==> config.mk <==
export PLATFORM = sky130hd
export DESIGN_NAME = gpuf_ram
export DESIGN_NICKNAME = d
export VERILOG_FILES = /design/src/hdl/gpuf_ram.sv
export SDC_FILE = /design/constraint.sdc
export NUM_CORES = 1
export LEC_CHECK = 0
export BUFFER_PORTS_ARGS = -buffer_cell sky130_fd_sc_hd__buf_2
export CAP_MARGIN = 20
export CORE_MARGIN = 2
export CORE_UTILIZATION = 24
export CTS_CLUSTER_SIZE = 8
export DETAILED_ROUTE_END_ITERATION = 8
export GPL_ROUTABILITY_DRIVEN = 0
export PLACE_DENSITY_LB_ADDON = 0.3
export SLEW_MARGIN = 20
export SYNTH_ARGS = -nofsm -noshare
export SYNTH_HDL_FRONTEND = slang
export SYNTH_SLANG_ARGS = --single-unit
==> constraint.sdc <==
create_clock -name clock -period 2.1 [get_ports clock]
set_input_delay 0.42 -clock clock [delete_from_list [all_inputs] [get_ports clock]]
set_output_delay 0.42 -clock clock [all_outputs]
set_load 0.02 [all_outputs]
==> src/hdl/gpuf_ram.sv <==
// Generic single-write, single-read RAM with a registered read port.
module gpuf_ram #(
   parameter int WIDTH = 8,
   parameter int DEPTH = 16
) (
   input  logic                     clock,
   input  logic                     wr_en,
   input  logic [$clog2(DEPTH)-1:0] wr_addr,
   input  logic [WIDTH-1:0]         wr_data,
   input  logic [$clog2(DEPTH)-1:0] rd_addr,
   output logic [WIDTH-1:0]         rd_data
);
   logic [WIDTH-1:0] mem [DEPTH];

   always_ff @(posedge clock) begin
      if (wr_en) begin
         mem[wr_addr] <= wr_data;
      end
      rd_data <= mem[rd_addr];
   end
endmodule

==> flow_metrics.env <==
export IMPL_r2r_start="mem[1][3]"
export IMPL_synth_top_cell_area_share=0.7467
export IMPL_cts_reportedPaths_clkPinSlew_ns=0.06
export IMPL_gr_usage_all_layers=0.1051
export IMPL_initial_core_util=0.2449
export IMPL_seq_area_frac_synth=0.7778
export IMPL_yosys_warnings=0
export IMPL_post_cts_buffers=0
export IMPL_fmax_ghz=0.6953
export IMPL_syn_area_sq_um=5147
export IMPL_fin_skew_ns=0.01341
export IMPL_rsz0062_at_grt="false"
export IMPL_multi_input_area_sq_um=1057
export IMPL_via_count=2426
export IMPL_irDropWorstVdd_mv=0.7122
export IMPL_grt_pass1_wl_mm=16.40
export IMPL_crit_type="in2reg"
export IMPL_path_delay_family="multiplexers"
export IMPL_drive_above_1_share=0.3098
export IMPL_slew_headroom=0.7217
export IMPL_endpoint_kind="flip-flop"
export IMPL_cp_depth=5
export IMPL_core_area_sq_um=21020
export IMPL_finalSetupViolations=0
export IMPL_grt_max_degree=33
export IMPL_nFillCells=2036
export IMPL_avgViaCountPerCell=4.241
export IMPL_rr_worst_depth=3
export IMPL_tightest_slew_ns=0.4174
export IMPL_pin_count=26
export IMPL_ant_nets=0
export IMPL_crit_arrival_ns=1.74
export IMPL_drc=0
export IMPL_grt_pass1_vias=2604
export IMPL_report_power_total_mw=6.702
export IMPL_synth_distinct_cells=19
export IMPL_ctsResizeCount=0
export IMPL_finalSetupTns_ns=0
export IMPL_worst_path_buf_inv=2
export IMPL_clock_sinks=136
export IMPL_syn_num_nets=247
export IMPL_fin_crit_ns=1.438
export IMPL_regToRegSetupSlack_ns=0.74
export IMPL_r2r_end="rd_data[3]"
export IMPL_crit_fanout=23
export IMPL_finalMaxSlewViolations=0
export IMPL_ctsHoldBuffers=0
export IMPL_routed_wl_mm=10.88
export IMPL_worst_setup_path_start_kind="input port"
export IMPL_avgSynthCellArea_sq_um=22.48
export IMPL_dp_hpwl_mm=6.834
export IMPL_insertion_delay_ns=0.42
export IMPL_critical_path_cell_chain="buf_2 -> buf_12 -> mux4_1 -> a22oi_1 -> nand2_1"
export IMPL_regArea_sq_um=4004
export IMPL_rows=53
export IMPL_synthTopCellsByArea="edfxtp_1 (75%), mux4_2 (7.9%), mux4_1 (7.1%)"
export IMPL_fin_util=0.3034
export IMPL_numCtsBuffers=17
export IMPL_outcome="completed"
export IMPL_dieWidth_microns=150.5
export IMPL_clock_root_buffer="clkbuf_16"
export IMPL_dr_pass1_iters=4
export IMPL_io_buffers=25
export IMPL_final_hold_violation_count=0
export IMPL_hp_class="in2reg"
export IMPL_syn_to_final_growth_pct=23.89
export IMPL_period_share=0.6849
export IMPL_p_leak_nw=2.133
export IMPL_drv_cap=0
export IMPL_cp_startpoint="rd_addr[0]"
export IMPL_first_iter_violations=179
export IMPL_cts_tree="built"
export IMPL_netlist_instances=229
export IMPL_fin_nets=302
export IMPL_synth_top_cell_by_area="edfxtp_1"
export IMPL_routedWlPerCell_microns=19.02
export IMPL_crit_path_end="rd_data[3]"
export IMPL_max_stage_delay_ns=0.58
export IMPL_antennaDiodeCount=0
export IMPL_crit_path_top_delay_cell="mux4_1"
export IMPL_cp_data_required_time_ns=2.40
export IMPL_synth_seq_cells=136
export IMPL_dieArea_sq_um=22640
export IMPL_min_from="wr_data[7]"
export IMPL_htreeDepth=4
export IMPL_p_per_area_nw_per_um2=1051
export IMPL_overflow=0
export IMPL_antenna_found_initial=0
export IMPL_cts_path_max_buffers=2
export IMPL_die_h_microns=150.5
-- Yosys cell counts --
cell type / number
and2_1: 1
nand3b_1: 2
nor2b_1: 1
buf_4: 1
nor2_1: 13
and2b_1: 1
or3b_2: 1
clkdlybuf4s25_2: 3
buf_2: 3
a22oi_1: 16
dfxtp_1: 8
nor3_1: 4
nand2_1: 9
nand3_1: 1
edfxtp_1: 128
buf_6: 3
mux4_2: 18
nand2b_1: 2
mux4_1: 14
-- worst min path at each step --
| stage | cells after the start | slack [ns] | endpoint |
|---|---|---|---|
| finish | 1 | 0.38 | mem[4][7] |
| global placement | 3 | 0.66 | rd_data[5] |
| detailed placement | 3 | 0.66 | rd_data[4] |
| global route | 1 | 0.38 | mem[7][6] |
| CTS | 1 | 0.37 | mem[4][7] |
| floorplan | 0 | 0.52 | mem[0][0] |
-- cells by family after synthesis --
logic type | synth area share
buffers and inverters | 0.01677
muxes | 0.1502
DFF | 0.7778
and+or+nand+nor | 0.03184
AOI/OAI and AO/OA | 0.02334
-- layer usage --
metal  track usage  wire length [microns]
met1        0.1438                   4938
met2        0.1564                   5206
met3       0.03758                    655
met4       0.03255                     79
met5             0                      0
-- flip-flops by register name (all words and copies together), names as in the netlist --
register and flops:
rd_data 8, mem 128
-- cells in the final DEF (no fill, tap or decap), types with 4 or more instances in the layout --
cell and instances:
clkbuf_1 5, edfxtp_1 128, clkbuf_16 17, a22oi_1 16, mux4_1 14, buf_4 19
bufinv_16 6, buf_2 25, dfxtp_1 8, nor3_1 4, nand2_1 9, mux4_2 18
nor2_1 13
-- per-stage QoR --
step                      setup WS (ns)  std cells  hold WS (ns)  area, sq um
after floorplan                  0.1871        229        0.5189         5147
after global placement           0.2339        540        0.6554         5713
after detailed placement         0.2119        540        0.6582         5713
after CTS                        0.6294        572        0.3700         6377
after global routing             0.6066        572        0.3793         6377
final                            0.6617        572        0.3794         6377
-- power by group --
group | total (mW) | internal (mW) | switching (mW)
sequential | 3.06 | 3.04 | 0.0228
combinational | 0.309 | 0.125 | 0.184
clock | 3.33 | 2.29 | 1.05
-- final cells by class --
class	instances	area share
clock inverters	8	0.03021
clock buffers	24	0.07396
repair buffers	46	0.04826
multi-input cells	83	0.1658
well taps	275	0.05395
flip-flops and latches	136	0.6278
Note: power is estimated with default switching activity, not from simulation.
